$ cat src/design/pflfq_pkg.sv
package pflfq_pkg;

	// Sizes of the pool and of the queue set.
	localparam int POOL_SIZE  = 32;
	localparam int NUM_QUEUES = 8;

	// Field widths of one item; these fix the pool at 32 entries and 8 queues.
	localparam int ENTRY_W  = 5;
	localparam int QUEUE_W  = 3;
	localparam int ACTION_W = 3;

	typedef logic [ENTRY_W-1:0] entry_t;
	typedef logic [QUEUE_W-1:0] qid_t;

	typedef enum logic [ACTION_W-1:0] {
		ACT_ALLOC     = 3'd0,
		ACT_FREE      = 3'd1,
		ACT_INSERT    = 3'd2,
		ACT_REM_OLD   = 3'd3,
		ACT_REM_ENTRY = 3'd4,
		ACT_PEEK      = 3'd5
	} action_t;

	typedef struct packed {
		logic [ACTION_W-1:0] action;
		qid_t                queue_id;
		entry_t              entry;
	} cmd_t;

	typedef struct packed {
		entry_t entry_out;
		logic   ok;
		logic   queue_empty;
	} rsp_t;

	typedef enum logic [1:0] {
		ST_IDLE,
		ST_EXEC,
		ST_INS2,
		ST_WALK
	} state_t;

	// Micro-operations the controller issues to the datapath.
	typedef enum logic [3:0] {
		DP_NONE,
		DP_CAPTURE,
		DP_ALLOC,
		DP_FREE,
		DP_INS_FIRST,
		DP_INS_LINK,
		DP_INS_TAIL,
		DP_WALK_INIT,
		DP_WALK_STEP,
		DP_UNLINK_LAST,
		DP_UNLINK_MID
	} dp_op_t;

	typedef enum logic [1:0] {
		SEL_ZERO,
		SEL_FREE_HEAD,
		SEL_TAIL,
		SEL_TARGET
	} res_sel_t;

	typedef struct packed {
		dp_op_t   op;
		logic     fin;
		logic     fin_ok;
		res_sel_t sel;
	} dp_cmd_t;

	typedef struct packed {
		action_t act;
		logic    free_ne;
		logic    q_ne;
		logic    cur_hit;
		logic    prev_hit;
		logic    cur_tail;
		logic    steps_last;
	} dp_stat_t;

endpackage

$ cat src/design/pflfq_dp.sv
module pflfq_dp (
	input  logic               clk,
	input  logic               arst_n,
	input  pflfq_pkg::cmd_t    cmd,
	input  pflfq_pkg::dp_cmd_t ctl,
	output pflfq_pkg::dp_stat_t stat,
	output logic               done,
	output pflfq_pkg::rsp_t    rsp
);
	import pflfq_pkg::*;

	entry_t  link_q [POOL_SIZE];
	logic    end_q  [POOL_SIZE];
	entry_t  free_head_q;
	logic    free_ne_q;
	entry_t  tail_q [NUM_QUEUES];
	logic    qne_q  [NUM_QUEUES];

	action_t act_q;
	qid_t    qid_q;
	entry_t  entry_q;
	entry_t  prev_q;
	entry_t  cur_q;
	entry_t  target_q;
	entry_t  steps_q;

	rsp_t    rsp_q;
	logic    done_q;

	entry_t  tail_cur;
	entry_t  rd_addr;
	entry_t  rd_data;
	logic    wr_en;
	entry_t  wr_addr;
	entry_t  wr_data;
	logic    end_wr;
	logic    end_data;
	logic    qempty_nx;
	entry_t  res_val;

	assign tail_cur = tail_q[qid_q];
	assign rd_data  = link_q[rd_addr];

	always_comb begin
		unique case (ctl.op) inside
			DP_ALLOC:                    rd_addr = free_head_q;
			[DP_INS_LINK:DP_INS_LINK],
			[DP_WALK_INIT:DP_WALK_INIT]: rd_addr = tail_cur;
			DP_UNLINK_MID:               rd_addr = target_q;
			default:                     rd_addr = cur_q;
		endcase
	end

	always_comb begin
		wr_en    = 1'b0;
		wr_addr  = entry_q;
		wr_data  = rd_data;
		end_wr   = 1'b0;
		end_data = 1'b0;
		unique case (ctl.op)
			DP_ALLOC: begin
				wr_en    = 1'b1;
				wr_addr  = free_head_q;
				wr_data  = '0;
				end_wr   = 1'b1;
				end_data = 1'b1;
			end
			DP_FREE: begin
				wr_en    = 1'b1;
				wr_data  = free_head_q;
				end_wr   = 1'b1;
				end_data = !free_ne_q;
			end
			DP_INS_FIRST: begin
				wr_en   = 1'b1;
				wr_data = entry_q;
			end
			DP_INS_LINK: begin
				wr_en = 1'b1;
			end
			DP_INS_TAIL: begin
				wr_en   = 1'b1;
				wr_addr = tail_cur;
				wr_data = entry_q;
			end
			DP_UNLINK_MID: begin
				wr_en   = 1'b1;
				wr_addr = prev_q;
			end
			default: begin
			end
		endcase
	end

	// Link memory and end marks reset to one chained free list.
	always_ff @(posedge clk or negedge arst_n) begin
		if (!arst_n) begin
			for (int i = 0; i < POOL_SIZE; i++) begin
				link_q[i] <= ENTRY_W'((i + 1) % POOL_SIZE);
				end_q[i]  <= (i == POOL_SIZE - 1);
			end
		end else begin
			if (wr_en)
				link_q[wr_addr] <= wr_data;
			if (end_wr)
				end_q[wr_addr] <= end_data;
		end
	end

	always_ff @(posedge clk or negedge arst_n) begin
		if (!arst_n) begin
			free_head_q <= '0;
			free_ne_q   <= 1'b1;
			for (int i = 0; i < NUM_QUEUES; i++)
				qne_q[i] <= 1'b0;
			done_q <= 1'b0;
		end else begin
			done_q <= ctl.fin;
			case (ctl.op)
				DP_ALLOC: begin
					free_head_q <= rd_data;
					free_ne_q   <= !end_q[free_head_q];
				end
				DP_FREE: begin
					free_head_q <= entry_q;
					free_ne_q   <= 1'b1;
				end
				DP_INS_FIRST:   qne_q[qid_q] <= 1'b1;
				DP_UNLINK_LAST: qne_q[qid_q] <= 1'b0;
				default: begin
				end
			endcase
		end
	end

	// Tail registers hold no meaning until the queue is first filled.
	always_ff @(posedge clk) begin
		if (ctl.op == DP_INS_FIRST)
			tail_q[qid_q] <= entry_q;
		else if (ctl.op == DP_UNLINK_MID && target_q == tail_cur)
			tail_q[qid_q] <= prev_q;
	end

	always_ff @(posedge clk) begin
		case (ctl.op)
			DP_CAPTURE: begin
				act_q   <= action_t'(cmd.action);
				qid_q   <= cmd.queue_id;
				entry_q <= cmd.entry;
			end
			DP_WALK_INIT: begin
				prev_q   <= tail_cur;
				cur_q    <= rd_data;
				steps_q  <= '0;
				target_q <= (act_q == ACT_REM_OLD) ? tail_cur : entry_q;
			end
			DP_WALK_STEP: begin
				prev_q  <= cur_q;
				cur_q   <= rd_data;
				steps_q <= steps_q + 1'b1;
			end
			default: begin
			end
		endcase
	end

	always_comb begin
		unique case (ctl.sel)
			SEL_FREE_HEAD: res_val = free_head_q;
			SEL_TAIL:      res_val = tail_cur;
			SEL_TARGET:    res_val = target_q;
			default:       res_val = '0;
		endcase
		if (ctl.op == DP_UNLINK_LAST)
			qempty_nx = 1'b1;
		else if (ctl.op == DP_INS_FIRST)
			qempty_nx = 1'b0;
		else
			qempty_nx = !qne_q[qid_q];
	end

	always_ff @(posedge clk) begin
		if (ctl.fin) begin
			rsp_q.entry_out   <= ctl.fin_ok ? res_val : '0;
			rsp_q.ok          <= ctl.fin_ok;
			rsp_q.queue_empty <= qempty_nx;
		end
	end

	assign stat.act        = act_q;
	assign stat.free_ne    = free_ne_q;
	assign stat.q_ne       = qne_q[qid_q];
	assign stat.cur_hit    = (cur_q == target_q);
	assign stat.prev_hit   = (prev_q == target_q);
	assign stat.cur_tail   = (cur_q == tail_cur);
	assign stat.steps_last = (steps_q == ENTRY_W'(POOL_SIZE - 1));

	assign done = done_q;
	assign rsp  = rsp_q;

endmodule

$ cat src/design/pflfq_ctrl.sv
module pflfq_ctrl (
	input  logic                clk,
	input  logic                arst_n,
	input  logic                start,
	input  pflfq_pkg::dp_stat_t stat,
	output logic                busy,
	output pflfq_pkg::dp_cmd_t  ctl
);
	import pflfq_pkg::*;

	state_t state_q;
	state_t state_nx;

	always_ff @(posedge clk or negedge arst_n) begin
		if (!arst_n)
			state_q <= ST_IDLE;
		else
			state_q <= state_nx;
	end

	// Next state.
	always_comb begin
		state_nx = state_q;
		unique case (state_q)
			ST_IDLE: begin
				if (start)
					state_nx = ST_EXEC;
			end
			ST_EXEC: begin
				state_nx = ST_IDLE;
				if (stat.act == ACT_INSERT && stat.q_ne)
					state_nx = ST_INS2;
				else if ((stat.act == ACT_REM_OLD || stat.act == ACT_REM_ENTRY) && stat.q_ne)
					state_nx = ST_WALK;
			end
			ST_INS2: state_nx = ST_IDLE;
			ST_WALK: begin
				if (stat.cur_hit || stat.cur_tail || stat.steps_last)
					state_nx = ST_IDLE;
			end
			default: state_nx = ST_IDLE;
		endcase
	end

	// Datapath commands.
	always_comb begin
		ctl.op     = DP_NONE;
		ctl.fin    = 1'b0;
		ctl.fin_ok = 1'b0;
		ctl.sel    = SEL_ZERO;
		unique case (state_q)
			ST_IDLE: begin
				if (start)
					ctl.op = DP_CAPTURE;
			end
			ST_EXEC: begin
				case (stat.act) inside
					ACT_ALLOC: begin
						ctl.fin = 1'b1;
						if (stat.free_ne) begin
							ctl.op     = DP_ALLOC;
							ctl.fin_ok = 1'b1;
							ctl.sel    = SEL_FREE_HEAD;
						end
					end
					ACT_FREE: begin
						ctl.op     = DP_FREE;
						ctl.fin    = 1'b1;
						ctl.fin_ok = 1'b1;
					end
					ACT_INSERT: begin
						if (stat.q_ne) begin
							ctl.op = DP_INS_LINK;
						end else begin
							ctl.op     = DP_INS_FIRST;
							ctl.fin    = 1'b1;
							ctl.fin_ok = 1'b1;
						end
					end
					[ACT_REM_OLD:ACT_REM_ENTRY]: begin
						if (stat.q_ne)
							ctl.op = DP_WALK_INIT;
						else
							ctl.fin = 1'b1;
					end
					ACT_PEEK: begin
						ctl.fin    = 1'b1;
						ctl.fin_ok = stat.q_ne;
						ctl.sel    = SEL_TAIL;
					end
					default: ctl.fin = 1'b1;
				endcase
			end
			ST_INS2: begin
				ctl.op     = DP_INS_TAIL;
				ctl.fin    = 1'b1;
				ctl.fin_ok = 1'b1;
			end
			ST_WALK: begin
				if (stat.cur_hit) begin
					ctl.op     = stat.prev_hit ? DP_UNLINK_LAST : DP_UNLINK_MID;
					ctl.fin    = 1'b1;
					ctl.fin_ok = 1'b1;
					ctl.sel    = SEL_TARGET;
				end else if (stat.cur_tail || stat.steps_last) begin
					ctl.fin = 1'b1;
				end else begin
					ctl.op = DP_WALK_STEP;
				end
			end
			default: begin
			end
		endcase
	end

	assign busy = (state_q != ST_IDLE);

endmodule

$ cat src/design/pooled_free_list_and_fifo_queues_core.sv
// Allocate, free, peek, insert into an empty queue and any action that fails on an
// empty pool or queue finish in the execute state; insert into a non-empty queue adds
// a tail step; the two remove actions walk the ring, one entry per step, up to the pool size.
// Throughput: a new item is taken in the cycle its predecessor's done strobe shows.
// Reset chains every pool entry into the free list and empties every queue.
// The receiver cannot stall: each result is valid for the single done cycle only.
module pooled_free_list_and_fifo_queues_core (
	input  logic            clk,
	input  logic            arst_n,
	input  logic            start,
	output logic            busy,
	input  pflfq_pkg::cmd_t cmd,
	output logic            done,
	output pflfq_pkg::rsp_t rsp
);
	import pflfq_pkg::*;

	// The controller sequences one item at a time and issues one datapath
	// micro-operation per cycle. The datapath owns the link memory, which has
	// a single read and a single write address each cycle; the ring walk that
	// finds a predecessor for the remove actions therefore visits one entry per
	// step, bounded by the pool size.
	dp_cmd_t  ctl;
	dp_stat_t stat;

	pflfq_ctrl u_ctrl (
		.clk    (clk),
		.arst_n (arst_n),
		.start  (start),
		.stat   (stat),
		.busy   (busy),
		.ctl    (ctl)
	);

	// Results are registered inside the datapath, so the strobe and the
	// payload leave the block from flops.
	pflfq_dp u_dp (
		.clk    (clk),
		.arst_n (arst_n),
		.cmd    (cmd),
		.ctl    (ctl),
		.stat   (stat),
		.done   (done),
		.rsp    (rsp)
	);

	// A result can only appear once the controller has returned to idle.
	a_done_idle: assert property (@(posedge clk) disable iff (!arst_n)
		done |-> !busy)
		else $error("result strobe while an item is still in progress");

	// An accepted item always occupies the block in the following cycle.
	a_accept_busy: assert property (@(posedge clk) disable iff (!arst_n)
		(start && !busy) |=> busy)
		else $error("accepted item did not start work");

	// Two results never come back to back: each needs its own item.
	a_done_single: assert property (@(posedge clk) disable iff (!arst_n)
		done |=> !done)
		else $error("result strobes in consecutive cycles");

	// A failed action reports entry zero.
	a_fail_zero: assert property (@(posedge clk) disable iff (!arst_n)
		(done && !rsp.ok) |-> (rsp.entry_out == '0))
		else $error("failed action reported a nonzero entry");

endmodule
$ cat config.mk
export PLATFORM = sky130hd
export DESIGN_NAME = pooled_free_list_and_fifo_queues_core
export DESIGN_NICKNAME = d
export VERILOG_FILES = /design/src/design/pflfq_pkg.sv /design/src/design/pflfq_dp.sv /design/src/design/pflfq_ctrl.sv /design/src/design/pooled_free_list_and_fifo_queues_core.sv
export SDC_FILE = /design/constraint.sdc
export NUM_CORES = 1
export LEC_CHECK = 0
export BUFFER_PORTS_ARGS = -buffer_cell sky130_fd_sc_hd__buf_4
export CELL_PAD_IN_SITES_DETAIL_PLACEMENT = 1
export CELL_PAD_IN_SITES_GLOBAL_PLACEMENT = 2
export CORE_MARGIN = 2
export CORE_UTILIZATION = 45
export DETAILED_ROUTE_END_ITERATION = 8
export PLACE_DENSITY_LB_ADDON = 0.1
export SYNTH_ARGS = -nofsm -noshare
export SYNTH_HDL_FRONTEND = slang
export SYNTH_SLANG_ARGS = --single-unit
$ cat constraint.sdc
create_clock -name clk -period 9.15 [get_ports clk]
set_input_delay 0.915 -clock clk [delete_from_list [all_inputs] [get_ports clk]]
set_output_delay 0.915 -clock clk [all_outputs]
set_load 0.1 [all_outputs]
# After elaboration in Yosys (flattened, before gate mapping)
# Memory sizes are Yosys's and may differ from the RTL's. A register that Yosys moved wholly into a read port is not among the register bits.
# Index checks and enable logic that the tools add are counted.
[classes]
add_sub_neg = 1
multipliers = 0
n_div = 0
n_lt_le_gt_ge = 12
n_eq_ne = 28
n_shift = 0
muxes = 76
bitwise_logic = 8
n_reduce_logical = 27
[op_table]
columns = ["cell", "n"]
rows = [
  ["160-bit bitwise mux", 1],
  ["5-bit case mux with 3 select lines", 4],
  ["32-bit bitwise mux", 1],
  ["5-bit two-way mux", 6],
  ["5-bit case mux with 2 select lines", 3],
  ["1-bit two-way mux", 27],
  ["5-bit binary-select mux with 5-bit select", 1],
  ["5-bit demux with 5-bit select", 1],
  ["2-bit two-way mux", 12],
  ["5-bit equality test", 4],
  ["4-bit two-way mux", 5],
  ["6-bit greater-or-equal comparator, second input constant", 3],
  ["5-bit inverter with 6-bit output", 3],
  ["4-bit by 3-bit equality test with 1-bit output, second input constant", 4],
  ["4-bit case mux with 4 select lines", 1],
  ["8-bit case mux with 2 select lines", 1],
  ["4-bit equality test, second input constant", 3],
  ["3-bit two-way mux", 4],
  ["8-bit AND", 1],
  ["2-bit equality test, second input constant", 4],
  ["4-bit by 2-bit equality test with 1-bit output, second input constant", 2],
  ["4-bit by 3-bit greater-or-equal comparator with 1-bit output, second input constant", 2],
  ["4-bit by 3-bit less-or-equal comparator with 1-bit output, second input constant", 2],
  ["1-bit logical AND", 8],
  ["34 further kinds", 49],
]
[totals]
reg_bits = 247
latchBits = 0
ramBits = 40
mem_bits_ro = 0
in_bits = 14
output_inout_bits = 9
word_cells = 239
mem_count = 1
[memory_table]
columns = ["name", "words", "width", "read_ports", "rd_clocked_by_memory_dff", "wr", "line_no", "rtl"]
rows = [
  ["u_dp.tail_q", 8, 5, 1, 1, 1, "pflfq_dp.sv:16", "entry_t tail_q [NUM_QUEUES];"],
]

# Longest topological paths before layout
# Gate-level depths: netlist (run 1).
[logic_depth]
ltp_word = 20
ltp_mapped = 17
ltp_nobuf = 12

# Cells and area by module
# Synthesis (run 1) repeated with hierarchy kept, for this count alone.
[unflattened]
cells_unflattened = 1399
hier_area_um2 = 15920.3
[by_module_without_submodules]
columns = ["mod", "instances", "cells_each", "area_per_inst_um2", "seq_area_each_um2"]
rows = [
  ["pflfq_dp", 1, 1344, 15557.4, 7684.9],
  ["pflfq_ctrl", 1, 55, 362.8, 50.0],
]

# Worst setup path before layout (run 1)
# OpenSTA, ideal clock, no wires.
[synth_path]
path_kind = "flip-flop to flip-flop"
from = "register with a tool-made name"
to = "register u_dp.link_q[48] in the netlist's numbering"
setup_ns = 0.140
arrival_ns = 3.752
t_required_ns = 9.010
path_slack_ns = 5.258
stages_incl_launch_ff = 16
n_path_buf = 3
period_less_slack_ns = 3.892
path_cell_list = "dfxtp_1 -> buf_4 -> mux2i_1 -> a22o_1 -> o21a_1 -> or4b_1 -> o31ai_4 -> nand4_1 -> a211oi_1 -> buf_2 -> o211ai_1 -> nand4_1 -> nand4_1 -> a222oi_1 -> buf_2 -> a21oi_1"
[synth_rtl]
columns = ["element", "line_no", "rtl"]
rows = [
  ["to (signal, indexed assignment)", "pflfq_dp.sv:99", "link_q[i] <= ENTRY_W'((i + 1) % POOL_SIZE);"],
  ["to (signal, indexed assignment)", "pflfq_dp.sv:104", "link_q[wr_addr] <= wr_data;"],
  ["to (decl)", "pflfq_dp.sv:12", "entry_t link_q [POOL_SIZE];"],
]

==> results.yml, run 1 <==
logic_synthesis:
  synth_top_area_share: 0.226
  ys_warn_count: 0
  synth_top_area_cell: "dfrtp_1"
  synth_ff_type: "dfrtp_1"
  synth_cell_types: 58
  synth_edf_count: 78
  ys_seq_area_frac: 0.550
  syn_area_per_cell_um2: 10.1
  syn_inst: 1390
  netlist_area_um2: 14100
  synth_async_sr_flop_share: 0.721
  ys_ff_latch: 290
  yosys-top-cells-area: "dfrtp_1 23%, edfxtp_1 17%, dfstp_2 15%"
  synth_nets: 1406
sta:
  fin_ws_ns: 2.94
  worst_slew_margin_rel: 0.181
  post-route-min-period_ns: 6.21
  rsz0062_at_grt: "false"
  hold_viol: 0
  tns_ns: 0
  tightest_slew_ns: 1.22
  max_freq_ghz: 0.161
  holdWs_ns: 0.472
  final_max_slew_viol_count: 0
  min_period_over_period: 0.679
  finClkSkew_ns: 0.0167
  setup_viol: 0
cts:
  ctsResizeCount: 0
  numCtsBuffers: 35
  clk_latency_ns: 0.52
  root_buffer: "clkbuf_16"
  ctsHtreeMaxLevel: 2
  cts_tree: "done"
  clock-sinks: 290
  post_cts_buffers: 0
  clk_pin_slew_ns: 0.06
  ctsHoldBuffers: 0
  ctsLongestPathBuffers: 3
routing:
  via_per_inst: 6.19
  ant_nets: 0
  num_vias: 11200
  dr.pass1.iters: 5
  drc: 0
  drt-total-wl_mm: 45.4
  wl_per_cell_um: 25.2
  drt_iter0_drc: 961
layout:
  num-nets-final: 1397
  mostFrequentLayoutCells: "256 x nor2_1, 148 x a31oi_1, 127 x dfrtp_1"
  syn2layout_area_growth_pct: 12.2
  final_cells: 1803
  layout_commonest_cell: "nor2_1"
  diodes: 0
  fillers: 3332
  drive_gt1_frac: 0.185
grt:
  grt_max_degree: 91
  grt_pass1_wl_mm: 71.0
  grt.total_usage: 0.279
  antenna_found_initial: 0
  grt_overflow: 0
  grt_pass1_vias: 11300
place:
  dp.cells: 1740
  dp_hpwl_mm: 30.2
  pre_cts_ws_ns: 2.97
  routabilityCongestion: 0.904
  numPortBuffers: 22
die:
  die_h_um: 181
  rows: 64
  die_x_um: 181
  num_io_pins: 23
  initial_core_util: 0.459
  dieArea_um2: 32700
  core-area_um2: 30700
setup_path:
  crit_path_end_kind: "register"
  reg2reg_slack_ns: 2.94
  cp.required_ns: 9.51
  reg2regPathDepth: 14
  worstPathMaxFanout: 28
  start_kind: "register"
  cp.arrival_ns: 6.57
  r2r-end: "u_dp.link_q[148]$_DFFE_PN0P_"
  crit_type: "register to register"
pwr:
  p_per_area_nw_per_um2: 348
  pwr-share-comb: 0.363
  p_sw_frac: 0.407
  power_frac_seq: 0.380
  power.total_uw: 5490
  p_leak_uw: 0.00612
  power_frac_clock: 0.258
  max-vdd-ir-drop_uv: 157
  switchingPower_uw: 2230
  p_int_uw: 3250
outcome:
  status: "complete, no violations"
worst_hold_path:
  hold_class: "input pin to asynchronous set/reset pin"
job:
  drv_cap: 0
## how the worst max path moves through the flow
| stage | from | endpoint | depth (start not counted) |
|---|---|---|---|
| 2_1_floorplan | register | u_dp.link_q[48]$_DFFE_PN0P_ | 15 |
| 6_report | register | u_dp.link_q[148]$_DFFE_PN0P_ | 14 |
| 4_1_cts | register | u_dp.link_q[83]$_DFFE_PN0P_ | 14 |
| 3_3_place_gp | register | u_dp.link_q[83]$_DFFE_PN0P_ | 14 |
| 3_5_place_dp | register | u_dp.link_q[83]$_DFFE_PN0P_ | 14 |
| 5_1_grt | register | u_dp.link_q[143]$_DFFE_PN0P_ | 14 |
## cell type report
| class | count | area [um^2] | share of cell area |
|---|---|---|---|
| Clock inverter | 13 | 118 | 0.00745 |
| Timing Repair Buffer | 46 | 352 | 0.0223 |
| Inverter | 9 | 33.8 | 0.00214 |
| Clock buffer | 50 | 1050 | 0.0668 |
| Sequential cell | 290 | 7730 | 0.490 |
| Tap cell | 396 | 495 | 0.0314 |
| Multi-Input combinational cell | 999 | 6000 | 0.380 |
## state kept, by name, indices dropped and copies added (netlist names), 3 cells and up, named ones only
| name | flops |
|---|---|
| u_dp.steps_q | 5 |
| u_dp.cur_q | 5 |
| u_dp.rsp | 7 |
| u_dp.act_q | 3 |
| u_dp.end_q | 32 |
| u_dp.entry_q | 5 |
| u_dp.tail_q | 40 |
| u_dp.target_q | 5 |
| u_dp.link_q | 160 |
| u_dp.prev_q | 5 |
| u_dp.qid_q | 3 |
| u_dp.free_head_q | 5 |
## layer usage
metal,share of wire,vias up,GRT usage
li1,-,5104,-
met4,0.025,0,0.0765
met3,0.052,71,0.0540
met1,0.48,5700,0.411
met5,0,-,0
met2,0.45,291,0.423
## power groups by stage
stage                     logic [uW]  registers, uW  clock network (uW)
final                           1990           2080                1410
after global placement          1930           2090                   0
after global routing            2160           2130                1490
after detailed placement        1980           2100                   0
after floorplan                 1310           2050                   0
after CTS                       1990           2080                1430
## Yosys cell counts (4+ instances only)
cell and instances:
or2_2 7, and2_1 8, nand4_1 16, a31oi_1 148, inv_1 9, a22oi_1 5, xor2_1 9, a221o_1 11
mux2_2 41, o21a_1 4, xnor2_1 10, mux4_2 12, a221oi_1 7, a22o_1 5, o21ai_0 76, dfrtp_1 127
nor2_1 256, nand2b_1 9, dfstp_2 82, buf_2 15, buf_1 5, nor3_1 16, nor2b_1 14, o211ai_1 6
clkbuf_1 71, a32o_1 8, and3_1 9, o21ai_1 6, nand3_1 98, a21oi_1 54, edfxtp_1 78, nand2_1 79
mux2i_1 46
## logic make-up after synthesis
logic type      share of synthesized area
flops                               0.550
mux                                0.0847
simple gates                        0.166
fa+ha+maj                         0.00178
compound gates                      0.157
xor+xnor                           0.0118
buf+inv                            0.0285
## stage by stage
| step | util | area, um^2 |
|---|---|---|
| 2_1_floorplan | - | 14100 |
| 3_3_place_gp | 0.477 | 14600 |
| 3_5_place_dp | 0.477 | 14600 |
| 4_1_cts | 0.515 | 15800 |
| 5_1_grt | 0.515 | 15800 |
| 6_report | 0.515 | 15800 |
## critical path: stages, from the launching register on
cell and delay, ns:
dfxtp_1 1.03, mux2i_1 0.26, a22o_1 0.35, o21ai_0 0.21, or4b_1 0.53, o31ai_4 0.52
nand4_1 0.33, a2bb2oi_2 0.73, buf_4 0.29, o211ai_1 0.10, nand4_1 0.15, nand4_1 0.19
a222oi_1 0.77, buf_4 0.46, a21oi_1 0.11
No activity file was read; power rests on OpenSTA's default activity.
==> run 2: changes to the inputs <==
Settings changed: CORE_UTILIZATION 45 to 38.
Clock period 9.15 ns to 5.2 ns, I/O delays scaled along.
==> results.yml, run 2 (synthesis gave the netlist of run 1 again) <==
outcome:
  status: "complete, no violations"
setup_path:
  crit_path_end_kind: "register"
  crit_chain: "buf_4 > mux2i_1 > mux4_2 > xor2_1 > nand3b_1 > o31ai_4 > nand4_1 > a211oi_2 > buf_4 > nand3_1 > nand4_1 > nand4_1 > a222oi_1 > buf_4 > buf_4 > a21oi_1"
  cpPeakStageDelay_ns: 0.60
  cp_top_family: "compound AO/OA/AOI/OAI gates"
  reg2reg_slack_ns: 0.23
  crit_type: "register to register"
  slowest_stage: "mux4_2"
  worstPathMaxFanout: 20
  start_kind: "register"
  reg2regPathDepth: 16
  cpMostUsedCell: "buf_4"
  cp.arrival_ns: 5.33
  path_buf_inv: 4
  cp.required_ns: 5.55
  r2r-end: "u_dp.link_q[83]$_DFFE_PN0P_"
grt:
  grt_overflow: 0
  grt_pass1_wl_mm: 72.1
  grt_pass1_vias: 11500
  antenna_found_initial: 2
  grt.total_usage: 0.244
  grt_max_degree: 116
layout:
  regMostFlops: "u_dp.link_q"
  layout_commonest_cell: "nor2_1"
  syn2layout_area_growth_pct: 15.5
  largest_register_ffs: 160
  diodes: 0
  final_util: 0.445
  final_area_um2: 16200
  mostFrequentLayoutCells: "255 x nor2_1, 148 x a31oi_1, 127 x dfrtp_1"
  num-nets-final: 1444
  drive_gt1_frac: 0.210
  largestRegisters: "u_dp.link_q x160, u_dp.tail_q x40, u_dp.end_q x32"
die:
  initial_core_util: 0.385
  dieArea_um2: 38600
  num_io_pins: 23
  rows: 70
  die_x_um: 196
  core-area_um2: 36500
  die_h_um: 196
routing:
  drc: 0
  via_per_inst: 5.88
  wl_per_cell_um: 24.2
  dr.pass1.iters: 5
  ant_nets: 0
  drt_iter0_drc: 769
  num_vias: 11300
  drt-total-wl_mm: 46.5
place:
  dp_hpwl_mm: 31.1
  routabilityCongestion: 0.826
  numPortBuffers: 22
  detailed_place.area_um2: 15100
cts:
  clk_latency_ns: 0.52
  ctsHoldBuffers: 0
  ctsLongestPathBuffers: 3
  cts_tree: "done"
  clk_pin_slew_ns: 0.06
  ctsHtreeMaxLevel: 2
  numCtsBuffers: 36
  clock-sinks: 290
  root_buffer: "clkbuf_16"
sta:
  tns_ns: 0
  setup_viol: 0
  finClkSkew_ns: 0.0185
  hold_viol: 0
  post-route-min-period_ns: 4.97
  final_max_slew_viol_count: 0
  min_period_over_period: 0.956
  rsz0062_at_grt: "false"
  worst_slew_margin_rel: 0.390
  max_freq_ghz: 0.201
  tightest_slew_ns: 0.912
pwr:
  max-vdd-ir-drop_uv: 294
  p_per_area_nw_per_um2: 602
  p_leak_uw: 0.00637
job:
  drv_cap: 0
worst_hold_path:
  hold_class: "input pin to asynchronous set/reset pin"
run 2: area by class of cell:
class,count,area [um^2]
clock inverter,6,32.5
multi-input combinational,999,6010
clock buffer,58,1120
inverter,9,33.8
tap,468,586
fill,3993,20300
sequential,290,7740
timing repair buffer,92,734
run 2: what timing repair did:
item / CTS / global route
endpoints found under the setup margin: 2 / 44
gates cloned: 0 / 0
buffers inserted: 0 / 1
resized for setup: 1 / 3
pin swaps: 0 / 1
run 2: metrics by stage:
stage | hold slack, ns | total power (uW) | instances | worst slack [ns]
floorplan | 0.224 | 5920 | 1390 | 1.31
global placement | 0.483 | 7270 | 1857 | 0.110
detailed placement | 0.488 | 7350 | 1857 | 0.0171
CTS | 0.124 | 9830 | 1921 | 0.102
global route | 0.157 | 10300 | 1922 | 0.000929
finish | 0.101 | 9780 | 1922 | 0.227
run 2: where the power goes:
group / switching [uW] / internal [uW]
Sequential: 502 / 3160
Clock: 967 / 1470
Combinational: 2510 / 1180
run 2: per-layer routing:
metal	track usage	part of all wire	up-vias
met5	0	0	-
met4	0.0488	0.017	0
met3	0.0347	0.044	59
met2	0.378	0.45	224
met1	0.365	0.49	5806
li1	-	-	5204
run 2: worst max-delay path by stage:
stage / endpoint / slack (ns) / cells after the start
3_3_place_gp: u_dp.link_q[83]$_DFFE_PN0P_ / 0.11 / 15
6_report: u_dp.link_q[83]$_DFFE_PN0P_ / 0.23 / 16
2_1_floorplan: u_dp.link_q[48]$_DFFE_PN0P_ / 1.31 / 15
3_5_place_dp: u_dp.link_q[83]$_DFFE_PN0P_ / 0.02 / 15
4_1_cts: u_dp.link_q[83]$_DFFE_PN0P_ / 0.10 / 14
5_1_grt: u_dp.link_q[114]$_DFFE_PN0P_ / 0.0009 / 13
